[src/design/lle_pkg.sv]
package lle_pkg;

   localparam int VALUE_W  = 32;
   localparam int LENGTH_W = 7;

   localparam logic [2:0] OP_PUSH_FRONT = 3'd0;
   localparam logic [2:0] OP_PUSH_BACK  = 3'd1;
   localparam logic [2:0] OP_POP_FRONT  = 3'd2;
   localparam logic [2:0] OP_POP_BACK   = 3'd3;
   localparam logic [2:0] OP_INSERT     = 3'd4;
   localparam logic [2:0] OP_DUMP       = 3'd5;

   localparam logic [1:0] ST_OK     = 2'd0;
   localparam logic [1:0] ST_EMPTY  = 2'd1;
   localparam logic [1:0] ST_BADPOS = 2'd2;
   localparam logic [1:0] ST_FULL   = 2'd3;

   typedef struct packed {
      logic [2:0]                operation;
      logic signed [VALUE_W-1:0] item_value;
      logic signed [7:0]         position;
   } req_type;

   typedef struct packed {
      logic [1:0]                status;
      logic signed [VALUE_W-1:0] out_value;
      logic                      last_of_run;
      logic [LENGTH_W-1:0]       length;
   } rsp_type;

endpackage

[src/design/lle_ram.sv]
module lle_ram #(
   parameter int WIDTH = 32,
   parameter int DEPTH = 16
) (
   input  logic                     clock,
   input  logic                     wr_en,
   input  logic [$clog2(DEPTH)-1:0] wr_addr,
   input  logic [WIDTH-1:0]         wr_data,
   input  logic [$clog2(DEPTH)-1:0] rd_addr,
   output logic [WIDTH-1:0]         rd_data
);

   logic [WIDTH-1:0] mem [DEPTH];
   logic [WIDTH-1:0] rd_data_ff;

   // read-first on a same-address collision
   always_ff @(posedge clock) begin
      if (wr_en) begin
         mem[wr_addr] <= wr_data;
      end
      rd_data_ff <= mem[rd_addr];
   end

   assign rd_data = rd_data_ff;

endmodule

[src/design/lle_link_store.sv]
module lle_link_store #(
   parameter int DEPTH = 16
) (
   input  logic                     clock,
   input  logic                     reset,
   input  logic                     wr_en,
   input  logic [$clog2(DEPTH)-1:0] wr_addr,
   input  logic [$clog2(DEPTH)-1:0] wr_data,
   input  logic [$clog2(DEPTH)-1:0] rd_addr,
   output logic [$clog2(DEPTH)-1:0] rd_data
);

   localparam int IDX_W = $clog2(DEPTH);

   logic [DEPTH-1:0] valid_ff;
   logic             rd_valid_ff;
   logic [IDX_W-1:0] rd_addr_ff;
   logic [IDX_W-1:0] ram_rd_data;
   logic [IDX_W-1:0] chain_link;

   lle_ram #(
      .WIDTH(IDX_W),
      .DEPTH(DEPTH)
   ) u_ram (
      .clock  (clock),
      .wr_en  (wr_en),
      .wr_addr(wr_addr),
      .wr_data(wr_data),
      .rd_addr(rd_addr),
      .rd_data(ram_rd_data)
   );

   always_ff @(posedge clock) begin
      if (reset) begin
         valid_ff <= '0;
      end else if (wr_en) begin
         valid_ff[wr_addr] <= 1'b1;
      end
      rd_valid_ff <= valid_ff[rd_addr];
      rd_addr_ff  <= rd_addr;
   end

   // unwritten entries read as the free chain built at reset
   assign chain_link = (rd_addr_ff == IDX_W'(DEPTH - 1)) ? '0 : rd_addr_ff + IDX_W'(1);
   assign rd_data    = rd_valid_ff ? ram_rd_data : chain_link;

endmodule

[src/design/linked_list_engine_top.sv]
// Bounded singly linked list of signed 32-bit values, CAPACITY nodes. Issue a
// transaction by raising start while busy is low; busy stays high until the
// last result has been produced. Results appear on rsp_item for one cycle with
// rsp_strobe and cannot be held off. Pop back, insert at a middle position and
// dump walk the link memory, one link per cycle; push front, push back, pop
// front and insert at the ends need no walk. Pop back of a single element and
// any transaction that is rejected or needs no memory access are answered from
// the idle state. Dump gives one result per stored value, head first, the final
// one marked with last_of_run.
module linked_list_engine_top #(
   parameter int CAPACITY = 16
) (
   input  logic            clock,
   input  logic            reset,
   input  logic            start,
   output logic            busy,
   input  lle_pkg::req_type req_item,
   output logic            rsp_strobe,
   output lle_pkg::rsp_type rsp_item
);

   localparam int IDX_W = $clog2(CAPACITY);
   localparam int CNT_W = $clog2(CAPACITY + 1);

   localparam logic [2:0] S_IDLE     = 3'd0;
   localparam logic [2:0] S_TAKE     = 3'd1;
   localparam logic [2:0] S_POPF     = 3'd2;
   localparam logic [2:0] S_WALK     = 3'd3;
   localparam logic [2:0] S_INS_TAKE = 3'd4;
   localparam logic [2:0] S_INS_LINK = 3'd5;
   localparam logic [2:0] S_DUMP     = 3'd6;

   logic [2:0]       state_ff, state_in;
   lle_pkg::req_type req_ff, req_in;
   logic [IDX_W-1:0] head_ff, head_in;
   logic [IDX_W-1:0] tail_ff, tail_in;
   logic [IDX_W-1:0] free_ff, free_in;
   logic [CNT_W-1:0] count_ff, count_in;
   logic [IDX_W-1:0] cur_ff, cur_in;
   logic [IDX_W-1:0] node_ff, node_in;
   logic [IDX_W-1:0] next_ff, next_in;
   logic [CNT_W-1:0] steps_ff, steps_in;
   logic             front_ff, front_in;
   logic             rsp_valid_ff, rsp_valid_in;
   lle_pkg::rsp_type rsp_ff, rsp_in;

   logic                         lk_we;
   logic [IDX_W-1:0]             lk_waddr, lk_wdata, lk_raddr, lk_rdata;
   logic                         val_we;
   logic [lle_pkg::VALUE_W-1:0]  val_rdata;

   logic                         emit;
   logic [1:0]                   emit_status;
   logic [lle_pkg::VALUE_W-1:0]  emit_value;
   logic                         emit_last;

   logic       is_empty, is_full, pos_bad;
   logic [7:0] pos_mag;

   lle_link_store #(
      .DEPTH(CAPACITY)
   ) u_links (
      .clock  (clock),
      .reset  (reset),
      .wr_en  (lk_we),
      .wr_addr(lk_waddr),
      .wr_data(lk_wdata),
      .rd_addr(lk_raddr),
      .rd_data(lk_rdata)
   );

   // node values: written at the taken node, read alongside the links
   lle_ram #(
      .WIDTH(lle_pkg::VALUE_W),
      .DEPTH(CAPACITY)
   ) u_values (
      .clock  (clock),
      .wr_en  (val_we),
      .wr_addr(free_ff),
      .wr_data(req_ff.item_value),
      .rd_addr(lk_raddr),
      .rd_data(val_rdata)
   );

   assign is_empty = (count_ff == '0);
   assign is_full  = (count_ff == CNT_W'(CAPACITY));
   assign pos_mag  = {1'b0, req_item.position[6:0]};
   assign pos_bad  = req_item.position[7] || (pos_mag > 8'(count_ff));

   always_comb begin
      state_in     = state_ff;
      req_in       = req_ff;
      head_in      = head_ff;
      tail_in      = tail_ff;
      free_in      = free_ff;
      count_in     = count_ff;
      cur_in       = cur_ff;
      node_in      = node_ff;
      next_in      = next_ff;
      steps_in     = steps_ff;
      front_in     = front_ff;
      lk_we        = 1'b0;
      lk_waddr     = head_ff;
      lk_wdata     = free_ff;
      lk_raddr     = free_ff;
      val_we       = 1'b0;
      emit         = 1'b0;
      emit_status  = lle_pkg::ST_OK;
      emit_value   = '0;
      emit_last    = 1'b1;

      unique case (state_ff)
         S_IDLE: begin
            if (start) begin
               req_in = req_item;
               cur_in = head_ff;
               unique case (req_item.operation) inside
                  lle_pkg::OP_PUSH_FRONT, lle_pkg::OP_PUSH_BACK: begin
                     if (is_full) begin
                        emit        = 1'b1;
                        emit_status = lle_pkg::ST_FULL;
                     end else begin
                        front_in = (req_item.operation == lle_pkg::OP_PUSH_FRONT);
                        state_in = S_TAKE;
                     end
                  end
                  lle_pkg::OP_POP_FRONT: begin
                     if (is_empty) begin
                        emit        = 1'b1;
                        emit_status = lle_pkg::ST_EMPTY;
                     end else begin
                        lk_raddr = head_ff;
                        state_in = S_POPF;
                     end
                  end
                  lle_pkg::OP_POP_BACK: begin
                     if (is_empty) begin
                        emit        = 1'b1;
                        emit_status = lle_pkg::ST_EMPTY;
                     end else if (count_ff == CNT_W'(1)) begin
                        lk_we    = 1'b1;
                        lk_waddr = head_ff;
                        lk_wdata = free_ff;
                        free_in  = head_ff;
                        head_in  = '0;
                        tail_in  = '0;
                        count_in = '0;
                        emit     = 1'b1;
                     end else begin
                        lk_raddr = head_ff;
                        steps_in = count_ff - CNT_W'(2);
                        state_in = S_WALK;
                     end
                  end
                  lle_pkg::OP_INSERT: begin
                     if (pos_bad) begin
                        emit        = 1'b1;
                        emit_status = lle_pkg::ST_BADPOS;
                     end else if (is_full) begin
                        emit        = 1'b1;
                        emit_status = lle_pkg::ST_FULL;
                     end else if (pos_mag == 8'd0) begin
                        front_in = 1'b1;
                        state_in = S_TAKE;
                     end else if (pos_mag == 8'(count_ff)) begin
                        front_in = 1'b0;
                        state_in = S_TAKE;
                     end else begin
                        // walk to the node just ahead of the insert point
                        lk_raddr = head_ff;
                        steps_in = CNT_W'(pos_mag - 8'd1);
                        state_in = S_WALK;
                     end
                  end
                  lle_pkg::OP_DUMP: begin
                     if (is_empty) begin
                        emit        = 1'b1;
                        emit_status = lle_pkg::ST_EMPTY;
                     end else begin
                        lk_raddr = head_ff;
                        steps_in = count_ff;
                        state_in = S_DUMP;
                     end
                  end
                  default: begin
                     emit = 1'b1;
                  end
               endcase
            end
         end
         S_TAKE: begin
            // lk_rdata is the link of the free head being taken
            free_in = lk_rdata;
            val_we  = 1'b1;
            if (front_ff) begin
               if (is_empty) begin
                  tail_in = free_ff;
               end else begin
                  lk_we    = 1'b1;
                  lk_waddr = free_ff;
                  lk_wdata = head_ff;
               end
               head_in = free_ff;
            end else begin
               if (is_empty) begin
                  head_in = free_ff;
               end else begin
                  lk_we    = 1'b1;
                  lk_waddr = tail_ff;
                  lk_wdata = free_ff;
               end
               tail_in = free_ff;
            end
            count_in = count_ff + CNT_W'(1);
            emit     = 1'b1;
            state_in = S_IDLE;
         end
         S_POPF: begin
            lk_we    = 1'b1;
            lk_waddr = head_ff;
            lk_wdata = free_ff;
            free_in  = head_ff;
            count_in = count_ff - CNT_W'(1);
            if (count_ff == CNT_W'(1)) begin
               head_in = '0;
               tail_in = '0;
            end else begin
               head_in = lk_rdata;
            end
            emit     = 1'b1;
            state_in = S_IDLE;
         end
         S_WALK: begin
            // lk_rdata is the link of cur_ff
            if (steps_ff != '0) begin
               cur_in   = lk_rdata;
               lk_raddr = lk_rdata;
               steps_in = steps_ff - CNT_W'(1);
            end else if (req_ff.operation == lle_pkg::OP_POP_BACK) begin
               lk_we    = 1'b1;
               lk_waddr = tail_ff;
               lk_wdata = free_ff;
               free_in  = tail_ff;
               tail_in  = cur_ff;
               count_in = count_ff - CNT_W'(1);
               emit     = 1'b1;
               state_in = S_IDLE;
            end else begin
               next_in  = lk_rdata;
               lk_raddr = free_ff;
               state_in = S_INS_TAKE;
            end
         end
         S_INS_TAKE: begin
            node_in  = free_ff;
            free_in  = lk_rdata;
            val_we   = 1'b1;
            lk_we    = 1'b1;
            lk_waddr = free_ff;
            lk_wdata = next_ff;
            state_in = S_INS_LINK;
         end
         S_INS_LINK: begin
            lk_we    = 1'b1;
            lk_waddr = cur_ff;
            lk_wdata = node_ff;
            count_in = count_ff + CNT_W'(1);
            emit     = 1'b1;
            state_in = S_IDLE;
         end
         S_DUMP: begin
            // one value per cycle: the fresh link feeds the next read address
            lk_raddr   = lk_rdata;
            steps_in   = steps_ff - CNT_W'(1);
            emit       = 1'b1;
            emit_value = val_rdata;
            emit_last  = (steps_ff == CNT_W'(1));
            if (emit_last) begin
               state_in = S_IDLE;
            end
         end
         default: begin
            state_in = S_IDLE;
         end
      endcase

      rsp_valid_in       = emit;
      rsp_in.status      = emit_status;
      rsp_in.out_value   = emit_value;
      rsp_in.last_of_run = emit_last;
      rsp_in.length      = lle_pkg::LENGTH_W'(count_in);
   end

   always_ff @(posedge clock) begin
      if (reset) begin
         state_ff     <= S_IDLE;
         head_ff      <= '0;
         tail_ff      <= '0;
         free_ff      <= '0;
         count_ff     <= '0;
         rsp_valid_ff <= 1'b0;
      end else begin
         state_ff     <= state_in;
         head_ff      <= head_in;
         tail_ff      <= tail_in;
         free_ff      <= free_in;
         count_ff     <= count_in;
         rsp_valid_ff <= rsp_valid_in;
      end
      req_ff   <= req_in;
      cur_ff   <= cur_in;
      node_ff  <= node_in;
      next_ff  <= next_in;
      steps_ff <= steps_in;
      front_ff <= front_in;
      rsp_ff   <= rsp_in;
   end

   assign busy       = (state_ff != S_IDLE);
   assign rsp_strobe = rsp_valid_ff;
   assign rsp_item   = rsp_ff;

   assert property (@(posedge clock) disable iff (reset)
      count_ff <= CNT_W'(CAPACITY))
      else $error("element count above capacity");

   assert property (@(posedge clock) disable iff (reset)
      is_empty |-> (head_ff == '0 && tail_ff == '0))
      else $error("empty list with nonzero head or tail");

   assert property (@(posedge clock) disable iff (reset)
      rsp_strobe |-> ($past(busy) || $past(start)))
      else $error("result without a transaction in progress");

   assert property (@(posedge clock) disable iff (reset)
      (!$past(reset) && $fell(busy)) |-> rsp_strobe)
      else $error("transaction ended without a result");

   assert property (@(posedge clock) disable iff (reset)
      (rsp_strobe && rsp_item.status == lle_pkg::ST_EMPTY) |-> (rsp_item.length == '0))
      else $error("empty status with nonzero length");

endmodule

[config.mk]
export PLATFORM = sky130hd
export DESIGN_NAME = linked_list_engine_top
export DESIGN_NICKNAME = d
export VERILOG_FILES = /design/src/design/lle_pkg.sv /design/src/design/lle_ram.sv /design/src/design/lle_link_store.sv /design/src/design/linked_list_engine_top.sv
export SDC_FILE = /design/constraint.sdc
export NUM_CORES = 1
export LEC_CHECK = 0
export BUFFER_PORTS_ARGS = -buffer_cell sky130_fd_sc_hd__buf_4
export CAP_MARGIN = 20
export CORE_MARGIN = 8
export CORE_UTILIZATION = 57
export DETAILED_ROUTE_END_ITERATION = 10
export PLACE_DENSITY = 0.84
export SYNTH_ARGS = -nofsm -noshare
export SYNTH_HDL_FRONTEND = slang
export SYNTH_SLANG_ARGS = --single-unit
export TNS_END_PERCENT = 5
[constraint.sdc]
create_clock -name clock -period 6.9 [get_ports clock]
set_input_delay 0.345 -clock clock [delete_from_list [all_inputs] [get_ports clock]]
set_output_delay 0.345 -clock clock [all_outputs]
set_load 0.05 [all_outputs]
==> flow_metrics.py <==
metrics = {
    "yosys": {
        "yosysSeqAreaShare_pct": 69.90,
        "avgSynthCellArea_um2": 13.01,
        "yosysTopAreaCellShare_pct": 62.13,
        "syn_area_um2": 30400,
        "syn_inst": 2336,
        "ys.flop_type": "edfxtp_1",
        "yosysWarnings": 0,
        "synth-edff-count": 629,
        "ys_types": 88,
        "yosys-top-cells-area": "edfxtp_1, dfxtp_1, a21oi_1",
        "yosys.area.top_type": "edfxtp_1",
        "synth-seq-cells": 747,
        "synth-async-reset-ratio_pct": 0,
    },
    "critical_path": {
        "path_delay_family": "buffers and inverters",
        "cp_num_buf_inv": 4,
        "rrSetupSlack_ps": 1910,
        "cp_max_fo": 82,
        "worstPathCellList": "inv_1 > ha_1 > nor4b_2 > buf_4 > mux2i_1 > nor2_1 > a211oi_1 > nand4_4 > nand2_4 > buf_4 > buf_4 > a211oi_1 > o32ai_1 > a211o_1",
        "cp_slowest_stage_delay_ps": 840,
        "critPathMostFrequentCell": "buf_4",
        "critPathLaunchType": "flip-flop",
        "cp_slowest_cell": "buf_4",
        "required_ps": 7440,
        "critPathKind": "reg2reg",
        "end_kind": "flip-flop",
        "arrival_ps": 5530,
    },
    "layout": {
        "drive_gt1_share_pct": 13.00,
        "fillerInstances": 3515,
        "final_cell_mix": "edfxtp_1, a21oi_1, nand2_1, o21ai_0, buf_4",
        "fin_nets": 2442,
        "syn2layout_area_growth_pct": 12.47,
        "layout_commonest_cell": "edfxtp_1",
    },
    "power": {
        "swShare_pct": 30.86,
        "pwr-share-seq_pct": 46.1,
        "p_comb_share_pct": 21.6,
        "powerDensity_nw_per_um2": 354.0,
        "p_int_uw": 8369,
        "p_sw_uw": 3735,
        "peakVddDrop_uv": 252.7,
        "pwr-share-clk_pct": 32.3,
        "leakage_uw": 0.01170,
    },
    "placement": {
        "dp_worst_setup_slack_ps": 1933,
        "gp_congestion": 0.9281,
        "portBuffers": 87,
        "hpwlAfterDp_mm": 41.13,
    },
    "drt": {
        "vias": 21200,
        "avgViaCountPerCell": 6.777,
        "route.detailed.drc": 0,
        "wl_per_cell_um": 25.70,
        "drt_first_iter_violations": 3239,
        "routed_wl_mm": 80.38,
        "drt_pass1_iterations": 7,
        "ant_nets": 0,
    },
    "global_route": {
        "first_global_vias": 20600,
        "busiest_layer": "met2",
        "antenna_found_initial": 0,
        "grt_overflow": 0,
        "grt_pass1_wl_mm": 121.0,
        "grt_usage_pct": 25.61,
        "grt_max_degree": 187,
        "grtUsageMet1_pct": 33.85,
        "grt_use_met3_pct": 4.812,
        "globalRouteMet2Util_pct": 41.49,
    },
    "sta": {
        "timing.fmax_mhz": 200.4,
        "final.period_utilization_pct": 72.31,
        "rsz0062_at_grt": "no",
        "tns_ps": 0,
        "relSlewSlack_pct": 19.74,
        "maxSlewViolCount": 0,
        "worstMarginPinSlew_ps": 1204,
        "setup_viol": 0,
        "hold_violations": 0,
        "fin_worst_skew_ps": 27.90,
        "period_needed_ps": 4989,
        "layout_setup_ws_ps": 1911,
    },
    "cts": {
        "cts_buffer_depth": 3,
        "numCtsBuffers": 72,
        "cts_tree": "done",
        "root_buffer": "clkbuf_16",
        "htree_levels": 3,
        "postCtsResizedCells": 0,
        "clk-insertion-delay-late_ps": 620,
        "cts.sinks": 747,
        "path_clk_slew_ps": 60,
    },
    "floorplanning": {
        "placementRows": 84,
        "initial_core_util_pct": 57.74,
        "die_width_um": 246.9,
        "die_h_um": 246.9,
        "coreArea_um2": 52660,
        "die_area_um2": 60980,
        "io_pins": 90,
    },
    "job": {
        "maxCapViolCount": 0,
    },
    "outcome": {
        "status": "completed",
    },
    "worst_hold_path": {
        "hold_class": "in2reg",
    },
}
## metrics by stage
stage	power, uW	util (%)	instances	instance area (um^2)	hold WS [ps]
CTS	12040	64.83	3125	34140	10.25
floorplan	7377	-	2337	30410	429.1
global route	12500	64.93	3127	34190	25.67
finish	12100	64.94	3128	34190	39.30
detailed placement	8148	59.78	2960	31480	454.2
global placement	8021	59.78	2960	31480	443.2
## cells by family (layout without fill, tap and decap cells)
logic type / count (synthesis) / after routing / synth area share (%)
AO/OA/AOI/OAI: 817 / 817 / 17.50
flip-flops: 747 / 747 / 69.90
multiplexers: 5 / 5 / 0.1646
other: 1 / 3 / 0.01233
adder cells (fa/ha/maj): 16 / 16 / 0.6585
XOR/XNOR: 11 / 11 / 0.3169
buffers and inverters: 213 / 315 / 3.305
AND/OR/NAND/NOR: 526 / 526 / 8.149
## metal layers
metal  vias up  part of all wire [%]
met5         -                     0
met4         0                   3.8
met3       249                    11
met2      1564                    48
met1     10260                    37
li1       9126                     -
## power by group through the flow
stage / Combinational (uW) / Sequential, uW / Clock, uW
5_1_grt: 2800 / 5600 / 4110
6_report: 2610 / 5580 / 3910
4_1_cts: 2540 / 5570 / 3940
3_3_place_gp: 2380 / 5640 / 0
2_1_floorplan: 1790 / 5580 / 0
3_5_place_dp: 2490 / 5660 / 0
## synthesized netlist by cell type, types with 4 or more instances
cell type	number
buf_1	11
a222oi_1	4
a221oi_1	12
nor3_1	12
a211o_1	38
nor2_1	118
and2_1	5
buf_2	59
edfxtp_1	629
ha_1	16
a211oi_1	47
clkbuf_1	102
a22oi_1	10
buf_6	13
a32o_1	6
dfxtp_1	118
a21oi_1	237
o21ai_1	19
inv_1	18
nand3_1	89
a22o_1	36
mux2i_1	5
and3_1	35
a32oi_1	75
o211ai_1	5
xnor2_1	8
nand2_1	208
nand2b_1	5
nor2b_1	11
or3_1	5
a31o_2	36
a31oi_1	77
o21ai_0	173
## final timing paths
kind,startpoint,end,cells after the start
max reg2reg,count_ff[1],u_links.rd_valid_ff,14
min,req_item[42],req_ff[42],1
max,count_ff[1],u_links.rd_valid_ff,14
min reg2reg,u_links.valid_ff[0],u_links.valid_ff[0],2
## sequential cells by signal, indices dropped and copies added, names as in the netlist, 5 cells and up
register,flops
u_links.u_ram.mem,64
rsp_item,40
count_ff,5
u_values.rd_data,32
u_links.valid_ff,16
req_ff,35
u_values.mem,512
steps_ff,5
## worst reg2reg max path, cell delays in order (launching register included)
cell      delay, ps
dfxtp_1         370
inv_1           220
ha_1            300
nor4b_2         220
buf_4           260
mux2i_1         310
nor2_1           70
a211oi_1        560
nand4_4         200
nand2_4         240
buf_4           560
buf_4           880
a211oi_1        230
o32ai_1         380
a211o_1         150
## area by class of cell
class	count	area, um^2	share of cell area [%]
well taps	688	860.8	2.518
clock inverters	41	401.6	1.175
clock buffers	92	1938	5.668
flip-flops and latches	747	21250	62.15
inverters	23	92.59	0.2708
diodes	1	2.502	0.007318
multi-input cells	1377	8294	24.26
repair buffers	159	1351	3.952
## what timing repair did
item	CTS	global route
hold buffers	32	0
buffers inserted	0	0
endpoints found under the hold margin	32	0
No activity file was read; power rests on OpenSTA's default activity.
